--- src/hw/rtl/dmft_pkg.sv ---
// ----------------------------------------------------------------------------
// dmft_pkg
// Types and constants shared by the forward-frame Manchester transmitter:
// transaction payload structs, function codes and request status codes.
// ----------------------------------------------------------------------------
package dmft_pkg;

	// Input function codes
	localparam logic [1:0] FUNC_TICK = 2'd0;
	localparam logic [1:0] FUNC_SEND = 2'd1;
	localparam logic [1:0] FUNC_EDGE = 2'd2;

	// Request status codes
	localparam logic [1:0] STATUS_NONE     = 2'd0;
	localparam logic [1:0] STATUS_ACCEPTED = 2'd1;
	localparam logic [1:0] STATUS_REJECTED = 2'd2;

	// Idle gap register reset value, in half-bit ticks
	localparam logic [7:0] IDLE_GAP_RESET = 8'd22;

	// Idle counter saturation value
	localparam logic [7:0] IDLE_COUNT_MAX = 8'hFF;

	// Bits per byte of the frame
	localparam logic [3:0] BITS_PER_BYTE = 4'd8;

	typedef struct packed {
		logic [1:0] func;
		logic [7:0] frame_address;
		logic [7:0] frame_payload;
	} dmft_in_t;

	typedef struct packed {
		logic       line_level;
		logic       busy_res;
		logic [1:0] request_status;
	} dmft_out_t;

endpackage

--- src/hw/rtl/dali_manchester_frame_transmitter.sv ---
// ----------------------------------------------------------------------------
// dali_manchester_frame_transmitter
// Forward-frame Manchester transmitter: start bit, address byte, data byte,
// MSB first, two stop bits, paced by half-bit tick transactions.
// ----------------------------------------------------------------------------
// Each input transaction is a half-bit tick, a send request or a bus edge
// report, and each produces exactly one result transaction carrying the
// driven line level, the busy flag and the request status. The block takes
// one transaction per clock while the output is not stalled: an input
// register feeds the framer update, whose result goes to an output register
// as the transaction leaves the input register. The framer state advances
// as a transaction moves from the input register to the output register, so
// back-to-back transactions see each other's effects in order. A stalled
// output holds the input register; in_ready drops only when both registers
// are full and out_ready is low. The user must write idle_gap_q through
// cfg_we/cfg_wdata while no transaction is in flight; nothing enforces it.
// ----------------------------------------------------------------------------
module dali_manchester_frame_transmitter (
	input  logic              clk,
	input  logic              arst_n,
	input  logic              in_valid,
	output logic              in_ready,
	input  dmft_pkg::dmft_in_t in_data,
	output logic              out_valid,
	input  logic              out_ready,
	output dmft_pkg::dmft_out_t out_data,
	input  logic              cfg_we,
	input  logic [7:0]        cfg_wdata
);

	typedef enum logic [3:0] {
		PH_IDLE    = 4'd0,
		PH_START   = 4'd1,
		PH_START_X = 4'd2,
		PH_ABIT    = 4'd3,
		PH_ABIT_X  = 4'd4,
		PH_DBIT    = 4'd5,
		PH_DBIT_X  = 4'd6,
		PH_STOP1   = 4'd7,
		PH_STOP1_X = 4'd8,
		PH_STOP2   = 4'd9,
		PH_STOP2_X = 4'd10,
		PH_STOP3   = 4'd11
	} phase_t;

	// Configuration
	logic [7:0] idle_gap_q;

	// Framer state
	phase_t     phase_q, phase_d, phase_cur;
	logic [7:0] addr_q, addr_d;
	logic [7:0] payload_q, payload_d;
	logic [3:0] bit_pos_q, bit_pos_d;
	logic [7:0] idle_cnt_q, idle_cnt_d;
	logic       level_q, level_d;
	logic [1:0] status_d;

	// Pipeline
	logic               valid_s1;
	dmft_pkg::dmft_in_t data_s1;
	logic               valid_s2;
	dmft_pkg::dmft_out_t data_s2;
	logic               adv_s2;
	logic               fire_s1;

	// Helpers
	logic [7:0] idle_inc;
	logic [3:0] bit_pos_inc;
	logic       address_bit;
	logic       payload_bit;

	// Handshake
	assign adv_s2   = !valid_s2 || out_ready;
	assign fire_s1  = valid_s1 && adv_s2;
	assign in_ready = !valid_s1 || adv_s2;
	assign out_valid = valid_s2;
	assign out_data  = data_s2;

	// Current bit of each byte, MSB first
	assign address_bit = addr_q[3'd7 - bit_pos_q[2:0]];
	assign payload_bit = payload_q[3'd7 - bit_pos_q[2:0]];
	assign bit_pos_inc = bit_pos_q + 4'd1;
	assign idle_inc    = (idle_cnt_q != dmft_pkg::IDLE_COUNT_MAX) ?
		idle_cnt_q + 8'd1 : idle_cnt_q;

	// Unused phase codes behave as idle
	assign phase_cur = (phase_q > PH_STOP3) ? PH_IDLE : phase_q;

	// Framer next state for the transaction in the input register
	always_comb begin
		phase_d    = phase_cur;
		addr_d     = addr_q;
		payload_d  = payload_q;
		bit_pos_d  = bit_pos_q;
		idle_cnt_d = idle_cnt_q;
		level_d    = level_q;
		status_d   = dmft_pkg::STATUS_NONE;
		case (data_s1.func)
			dmft_pkg::FUNC_TICK: begin
				idle_cnt_d = idle_inc;
				unique case (phase_cur)
					PH_START: begin
						if (idle_inc >= idle_gap_q) begin
							level_d = 1'b0;
							phase_d = PH_START_X;
						end
					end
					PH_START_X: begin
						level_d   = 1'b1;
						bit_pos_d = 4'd0;
						phase_d   = PH_ABIT;
					end
					PH_ABIT: begin
						level_d = !address_bit;
						phase_d = PH_ABIT_X;
					end
					PH_ABIT_X: begin
						level_d = address_bit;
						if (bit_pos_inc < dmft_pkg::BITS_PER_BYTE) begin
							bit_pos_d = bit_pos_inc;
							phase_d   = PH_ABIT;
						end else begin
							bit_pos_d = 4'd0;
							phase_d   = PH_DBIT;
						end
					end
					PH_DBIT: begin
						level_d = !payload_bit;
						phase_d = PH_DBIT_X;
					end
					PH_DBIT_X: begin
						level_d   = payload_bit;
						bit_pos_d = bit_pos_inc;
						phase_d   = (bit_pos_inc < dmft_pkg::BITS_PER_BYTE) ?
							PH_DBIT : PH_STOP1;
					end
					PH_STOP1: begin
						level_d = 1'b1;
						phase_d = PH_STOP1_X;
					end
					PH_STOP1_X: phase_d = PH_STOP2;
					PH_STOP2:   phase_d = PH_STOP2_X;
					PH_STOP2_X: phase_d = PH_STOP3;
					PH_STOP3: begin
						idle_cnt_d = 8'd0;
						phase_d    = PH_IDLE;
					end
					default: phase_d = PH_IDLE;
				endcase
			end
			dmft_pkg::FUNC_SEND: begin
				if (phase_cur != PH_IDLE) begin
					status_d = dmft_pkg::STATUS_REJECTED;
				end else begin
					addr_d    = data_s1.frame_address;
					payload_d = data_s1.frame_payload;
					phase_d   = PH_START;
					status_d  = dmft_pkg::STATUS_ACCEPTED;
				end
			end
			dmft_pkg::FUNC_EDGE: idle_cnt_d = 8'd0;
			default: ;
		endcase
	end

	// Configuration register
	always_ff @(posedge clk or negedge arst_n) begin
		if (!arst_n) begin
			idle_gap_q <= dmft_pkg::IDLE_GAP_RESET;
		end else if (cfg_we) begin
			idle_gap_q <= cfg_wdata;
		end
	end

	// Framer state and pipeline registers
	always_ff @(posedge clk or negedge arst_n) begin
		if (!arst_n) begin
			phase_q    <= PH_IDLE;
			addr_q     <= 8'd0;
			payload_q  <= 8'd0;
			bit_pos_q  <= 4'd0;
			idle_cnt_q <= 8'd0;
			level_q    <= 1'b1;
			valid_s1   <= 1'b0;
			valid_s2   <= 1'b0;
		end else begin
			if (in_ready) begin
				valid_s1 <= in_valid;
			end
			if (adv_s2) begin
				valid_s2 <= valid_s1;
			end
			if (fire_s1) begin
				phase_q    <= phase_d;
				addr_q     <= addr_d;
				payload_q  <= payload_d;
				bit_pos_q  <= bit_pos_d;
				idle_cnt_q <= idle_cnt_d;
				level_q    <= level_d;
			end
		end
	end

	// Payload registers
	always_ff @(posedge clk) begin
		if (in_ready && in_valid) begin
			data_s1 <= in_data;
		end
		if (fire_s1) begin
			data_s2.line_level     <= level_d;
			data_s2.busy_res       <= (phase_d != PH_IDLE);
			data_s2.request_status <= status_d;
		end
	end

	// An accepted send always reports busy
	assert property (@(posedge clk) disable iff (!arst_n)
		out_valid && out_data.request_status == dmft_pkg::STATUS_ACCEPTED
		|-> out_data.busy_res)
		else $error("accepted send without busy");

	// The line rests high whenever the framer is idle
	assert property (@(posedge clk) disable iff (!arst_n)
		phase_q == PH_IDLE |-> level_q)
		else $error("line low while idle");

	// Input stalls only when both registers are full and the output is stalled
	assert property (@(posedge clk) disable iff (!arst_n)
		!in_ready |-> valid_s1 && valid_s2 && !out_ready)
		else $error("input stalled without backpressure");

	// Bit position never passes the byte length
	assert property (@(posedge clk) disable iff (!arst_n)
		bit_pos_q <= dmft_pkg::BITS_PER_BYTE)
		else $error("bit position out of range");

	// Framer state moves only when a transaction advances
	assert property (@(posedge clk) disable iff (!arst_n)
		!fire_s1 |=> $stable(phase_q) && $stable(idle_cnt_q) && $stable(level_q))
		else $error("framer state changed without a transaction");

endmodule
--- config.mk ---
export PLATFORM = sky130hd
export DESIGN_NAME = dali_manchester_frame_transmitter
export DESIGN_NICKNAME = d
export VERILOG_FILES = /design/src/hw/rtl/dmft_pkg.sv /design/src/hw/rtl/dali_manchester_frame_transmitter.sv
export SDC_FILE = /design/constraint.sdc
export NUM_CORES = 1
export LEC_CHECK = 0
export BUFFER_PORTS_ARGS = -buffer_cell sky130_fd_sc_hd__buf_2
export CORE_ASPECT_RATIO = 2
export CORE_MARGIN = 1.5
export CORE_UTILIZATION = 49
export CTS_CLUSTER_DIAMETER = 60
export DETAILED_ROUTE_END_ITERATION = 8
export PLACE_DENSITY = 0.75
export SETUP_SLACK_MARGIN = 0.05
export SYNTH_ARGS = -nofsm -noshare
export SYNTH_HDL_FRONTEND = slang
export SYNTH_SLANG_ARGS = --single-unit
export TNS_END_PERCENT = 50
--- constraint.sdc ---
create_clock -name clk -period 3.5 [get_ports clk]
set_input_delay 0 -clock clk [delete_from_list [all_inputs] [get_ports clk]]
set_output_delay 0 -clock clk [all_outputs]
set_load 0.01 [all_outputs]
# Word level (Yosys, flattened, before mapping)

Index checks and enable logic that the tools add are counted.

Register bits: 65
Latch bits: 0
RAM bits: 0
Memory bits (read-only): 0
Input bits: 31
Output and inout port bits: 6
Word-level logic and storage cells: 74
Memories: 0

$add $sub $neg: 3
$mul: 0
Div/mod/pow operators: 0
Magnitude comparators: 4
Equality and inequality tests: 14
Shift-type cells: 0
Multiplexer cells: 20
Bitwise gates (word level): 1
Reductions and logical operators: 17

Operators by type and width:

| operator              | number |
|---|---|
| $pmux W4 S10          | 1 |
| $eq A4 B3 Y1 const B  | 4 |
| $eq A4 B4 Y1 const B  | 4 |
| $mux W4               | 4 |
| $mux W8               | 2 |
| $pmux W8 S2           | 1 |
| $pmux W4 S3           | 1 |
| $add A8 B1 Y8 const B | 1 |
| $eq A4 B2 Y1 const B  | 2 |
| $ge A8 B8 Y1          | 1 |
| $ne A8 B8 Y1 const B  | 1 |
| $pmux W4 S2           | 1 |
| $reduce_bool A4 Y1    | 2 |
| $bmux W1 S3           | 2 |
| $pmux W1 S6           | 1 |
| $reduce_and A3 Y1     | 2 |
| $add A4 B1 Y4 const B | 1 |
| $eq A4 B1 Y1 const B  | 1 |
| $gt A4 B4 Y1 const B  | 1 |
| $logic_not A1 Y1      | 4 |
| $lt A3 B4 Y1 const B  | 1 |
| $lt A4 B4 Y1 const B  | 1 |
| $mux W1               | 4 |
| $mux W2               | 2 |
| 12 further kinds      | 14 |

# Longest topological paths before layout

Depth in word-level cells: 7
Gate-level depth with buffers: 11
Gate-level depth less buffers: 11

# Worst setup path after synthesis

Ideal clock, no wire load.

Path type: reg2reg
From: register idle_cnt_q[3]
To: register data_s2 (netlist bit out_data[2]), data pin
Library setup time: 0.273 ns
Data arrival time: 2.185 ns
Data required time: 3.227 ns
Path slack: 1.042 ns
Stages on the path, launching flop included: 10
Path through: dfrtp_1 and4_1 nand4_1 mux2_2 ha_1 inv_1 o21ai_0 a31oi_1 a32oi_1 o2111ai_1

Cells in the longest elaborated chain, start to end: 7

RTL lines:

| element                                              | line                                                                             | text |
|---|---|---|
| from (decl)                                          | dali_manchester_frame_transmitter.sv:54                                          | `logic [7:0] idle_cnt_q, idle_cnt_d;` |
| from (signal assigned)                               | dali_manchester_frame_transmitter.sv:198                                         | `idle_cnt_q <= idle_cnt_d;` |
| $add A8 B1 Y8 / $ne A8 B8 Y1 (equally long branches) | dali_manchester_frame_transmitter.sv:84, dali_manchester_frame_transmitter.sv:83 |  |
| $mux W8 *                                            | dali_manchester_frame_transmitter.sv:83                                          | `assign idle_inc = (idle_cnt_q != dmft_pkg::IDLE_COUNT_MAX) ?` |
| $ge A8 B8 Y1 *                                       | dali_manchester_frame_transmitter.sv:103                                         | `if (idle_inc >= idle_gap_q) begin` |
| $mux W4 *                                            | dali_manchester_frame_transmitter.sv:103                                         |  |
| $pmux W4 S10 *                                       | dali_manchester_frame_transmitter.sv:101                                         | `unique case (phase_cur)` |
| $pmux W4 S2 *                                        | dali_manchester_frame_transmitter.sv:98                                          | `case (data_s1.func)` |
| $reduce_bool A4 Y1 *                                 | dali_manchester_frame_transmitter.sv:211                                         | `data_s2.busy_res <= (phase_d != PH_IDLE);` |
| to (decl)                                            | dali_manchester_frame_transmitter.sv:62                                          | `dmft_pkg::dmft_out_t data_s2;` |

Mark *: on every way between the ends. The rest lies on a longest branch, timed or not.
A chain may end at the register's enable or synchronous reset.

# Final worst setup path

Ends and elaborated chain as after synthesis.

==> flow_summary_export.csv <==
group,metric,value,unit
detailed_routing,routed_wirelength,8.04,mm
sta,fin_skew,0.00776,ns
detailed_routing,drt.antenna.violating_nets,0,
sta,min_period,2.82,ns
die,total_i_o_pin_count,37,
cts,post-cts-setup-buffers,0,
place,dp_hpwl,5.44,mm
worst_setup_path,crit_start,"idle_cnt_q[3]",
worst_setup_path,reg2reg_slack,0.68,ns
sta,setup_violations,0,
worst_setup_path,reg2regPathDepth,9,
worst_setup_path,crit_chain,"and4_1 -> a311oi_1 -> xor2_1 -> ha_1 -> a21o_1 -> a211o_1 -> a31oi_1 -> a32oi_1 -> o2111ai_1",
yosys,count_of_warnings_emitted_by_yosys,0,
layout,area.growth.synth_to_final,22.6,%
sta,rsz0062_at_grt,"no",
cts,clockBufferDepth,2,
worst_setup_path,crit_path_max_incr_delay,0.48,ns
layout,layout_common_cells,"dfrtp_1, buf_2, dlygate4sd3_1, nand2_1",
cts,cts_buffers,9,
detailed_routing,met3RoutedLength,290,µm
cts,clock_root_buffer_master,"clkbuf_16",
cts,ctsHoldBuffers,28,
global_route,globalRoute.totalOverflow,0,
worst_setup_path,worstPathRequired,3.67,ns
layout,layout.cells.most_common,"dfrtp_1",
yosys,synthDistinctLibCells,53,
job,cap_violations,0,
die,start_util,51.1,%
detailed_routing,dr_wl_met2,4.51,mm
layout,filler_cell_count,544,
yosys,yosys_reg_bits,65,
worst_setup_path,critical_path_peak_fanout,7,
layout,multiInputGateArea,1520,µm²
power,pwr_per_cell_area,682,nW/µm²
global_route,vias_in_the_first_global_route,2807,
worst_setup_path,worstPathArrival,2.98,ns
sta,final-hold-violation-count,0,
worst_setup_path,cp_num_cells,9,
die,rows,42,
yosys,synthArstFlopShare,66.2,%
cts,cts_resized,0,
global_route,grt_pass1_wl,13.3,mm
detailed_routing,drt-vias-per-instance,5.68,
place,portBuffers,36,
detailed_routing,routed_wire_length_per_instance,17.4,µm
detailed_routing,detail_route.wirelength.met1,2.91,mm
yosys,synth_edf_count,22,
sta,drv_slew,0,
worst_setup_path,path_class,"flip-flop to flip-flop",
yosys,total_standard_cell_area_after_synthesis,3410,µm²
sta,max-slew-margin-rel,34.9,%
cts,clock_latency,0.33,ns
worst_setup_path,critical-path-top-delay-family,"compound AO/OA/AOI/OAI gates",
worst_setup_path,worstSetupStartpointType,"flip-flop",
worst_setup_path,crit-reg2reg-capture,"out_data[2]",
yosys,synth_seq_area_share,51.1,%
global_route,maximum_number_of_pins_on_one_net_before_global_route_repair,44,
layout,ff_latch_area,1740,µm²
global_route,global_route.usage.total,24.7,%
sta,tightestPinTransition,0.976,ns
hold_path,hp-class,"input port to flip-flop",
worst_setup_path,cp_capture_type,"flip-flop",
layout,antenna_cells_inserted,0,
hold_path,whs_path_depth,3,
detailed_routing,detail_route.drc_violations,0,
detailed_routing,dr_total_vias,2629,
die,die_width,62.0,µm
die,die-area,7500,µm²
sta,tns,0,ns
worst_setup_path,slowest_stage,"a311oi_1",
sta,finalCritPeriodShare,80.5,%
yosys,synth.net_count,351,
worst_setup_path,worstPathBufferInverterCount,0,
status,run_status,"complete, no violations",
global_route,antenna_found_initial,0,
power,vdd.ir_drop.worst,0.000504,V
cts,tritoncts_num_sinks,65,
worst_setup_path,rr_startpoint,"idle_cnt_q[3]",
die,die_h,121,µm
detailed_routing,topRoutingLayerUsed,"met4",
sta,hold_ws,0.00692,ns
yosys,synth_ff_type,"dfrtp_1",
layout,layout-drive-gt1-share,21.6,%
detailed_routing,initialDrtViolationCount,131,
worst_setup_path,worstSetupEndpoint,"out_data[2]",
cts,cts_tree,"done",
layout,nets,416,
yosys,syn_avg_cell_area,11.2,µm²
yosys,syn-instance-count,305,
cts,clk_pin_slew,0.05,ns
detailed_routing,first_pass_iters,4,
cts,number_of_levels_the_h_tree_was_split_into,3,
power,power.static_leakage,0.00183,µW
place,finalWeightedCongestion,0.910,
sta,max_freq,355,MHz
die,design.core.area,6670,µm²
==> sequential cells by signal (all words and copies together) (netlist names) <==
name,flops
valid_s1,1
bit_pos_q,4
level_q,1
idle_cnt_q,8
out_valid,1
idle_gap_q,8
phase_q,4
data_s1,18
out_data,4
addr_q,8
payload_q,8
==> power breakdown <==
part | total (µW) | switching [µW] | internal, µW
registers | 1140 | 171 | 971
clock network | 813 | 316 | 497
logic | 896 | 464 | 432
total | 2850 | 950 | 1900
==> per-layer routing <==
layer	track usage, %	up-vias
met5	0	-
met4	13.8	0
met3	4.80	23
met2	42.8	83
met1	26.3	1272
li1	-	1251
==> kinds of logic after synthesis <==
| family | after synthesis | share of synthesized area, % |
|---|---|---|
| fa+ha+maj | 15 | 5.50 |
| flops | 65 | 51.1 |
| buf+inv | 29 | 4.26 |
| xor+xnor | 7 | 1.80 |
| compound gates | 71 | 14.0 |
| simple gates | 88 | 13.1 |
| mux | 30 | 10.2 |
==> worst min path at each step <==
stage	slack (ns)	start	to
global route	0.03	out_ready	valid_s1
finish	0.007	cfg_we	idle_gap_q[1]
global placement	0.18	in_data[3]	data_s1[3]
floorplan	-0.30	arst_n	addr_q[0]
CTS	0.0005	cfg_we	idle_gap_q[1]
detailed placement	0.18	in_data[15]	data_s1[15]
==> worst reg2reg max path, stage by stage (launching register included) <==
cell       delay [ns]
dfrtp_1          0.44
and4_1           0.28
a311oi_1         0.48
xor2_1           0.14
ha_1             0.21
a21o_1           0.17
a211o_1          0.29
a31oi_1          0.32
a32oi_1          0.20
o2111ai_1        0.13
==> cell usage after synthesis, types with 4 or more instances <==
library cell / n / area share [%]
nor3_1: 5 / 0.73
ha_1: 15 / 5.5
nand3_1: 8 / 1.2
a21oi_1: 11 / 1.6
inv_1: 18 / 2.0
dfstp_2: 4 / 3.1
nor2_1: 17 / 1.9
mux2i_1: 10 / 2.9
dfrtp_1: 39 / 29
clkbuf_1: 4 / 0.44
o21ai_0: 22 / 3.2
mux2_2: 18 / 5.9
a22o_1: 7 / 1.8
a31oi_1: 5 / 0.92
nand3b_1: 5 / 1.1
o2111ai_1: 4 / 1.0
edfxtp_1: 22 / 19
nand2_1: 25 / 2.8
xor2_1: 4 / 1.0
nand2b_1: 9 / 1.7
==> final cells by class <==
| cell class | count | area share, % |
|---|---|---|
| clock buffers | 13 | 5.99 |
| clock inverters | 3 | 0.449 |
| inverters | 18 | 1.62 |
| multi-input cells | 211 | 36.4 |
| flip-flops and latches | 65 | 41.7 |
| well taps | 88 | 2.63 |
| repair buffers | 65 | 11.2 |
==> per-stage QoR <==
step                setup slack (ns)  utilization [%]  power, µW  area (µm²)  std cells
global placement               0.817             54.4       1970        3630        419
global route                   0.403             62.6       3010        4180        463
detailed placement             0.731             54.4       2000        3630        419
finish                         0.681             62.6       2850        4180        463
CTS                            0.681             62.6       2850        4180        463
floorplan                       1.04                -       1800        3410        305
Note: power is estimated with default switching activity, not from simulation.
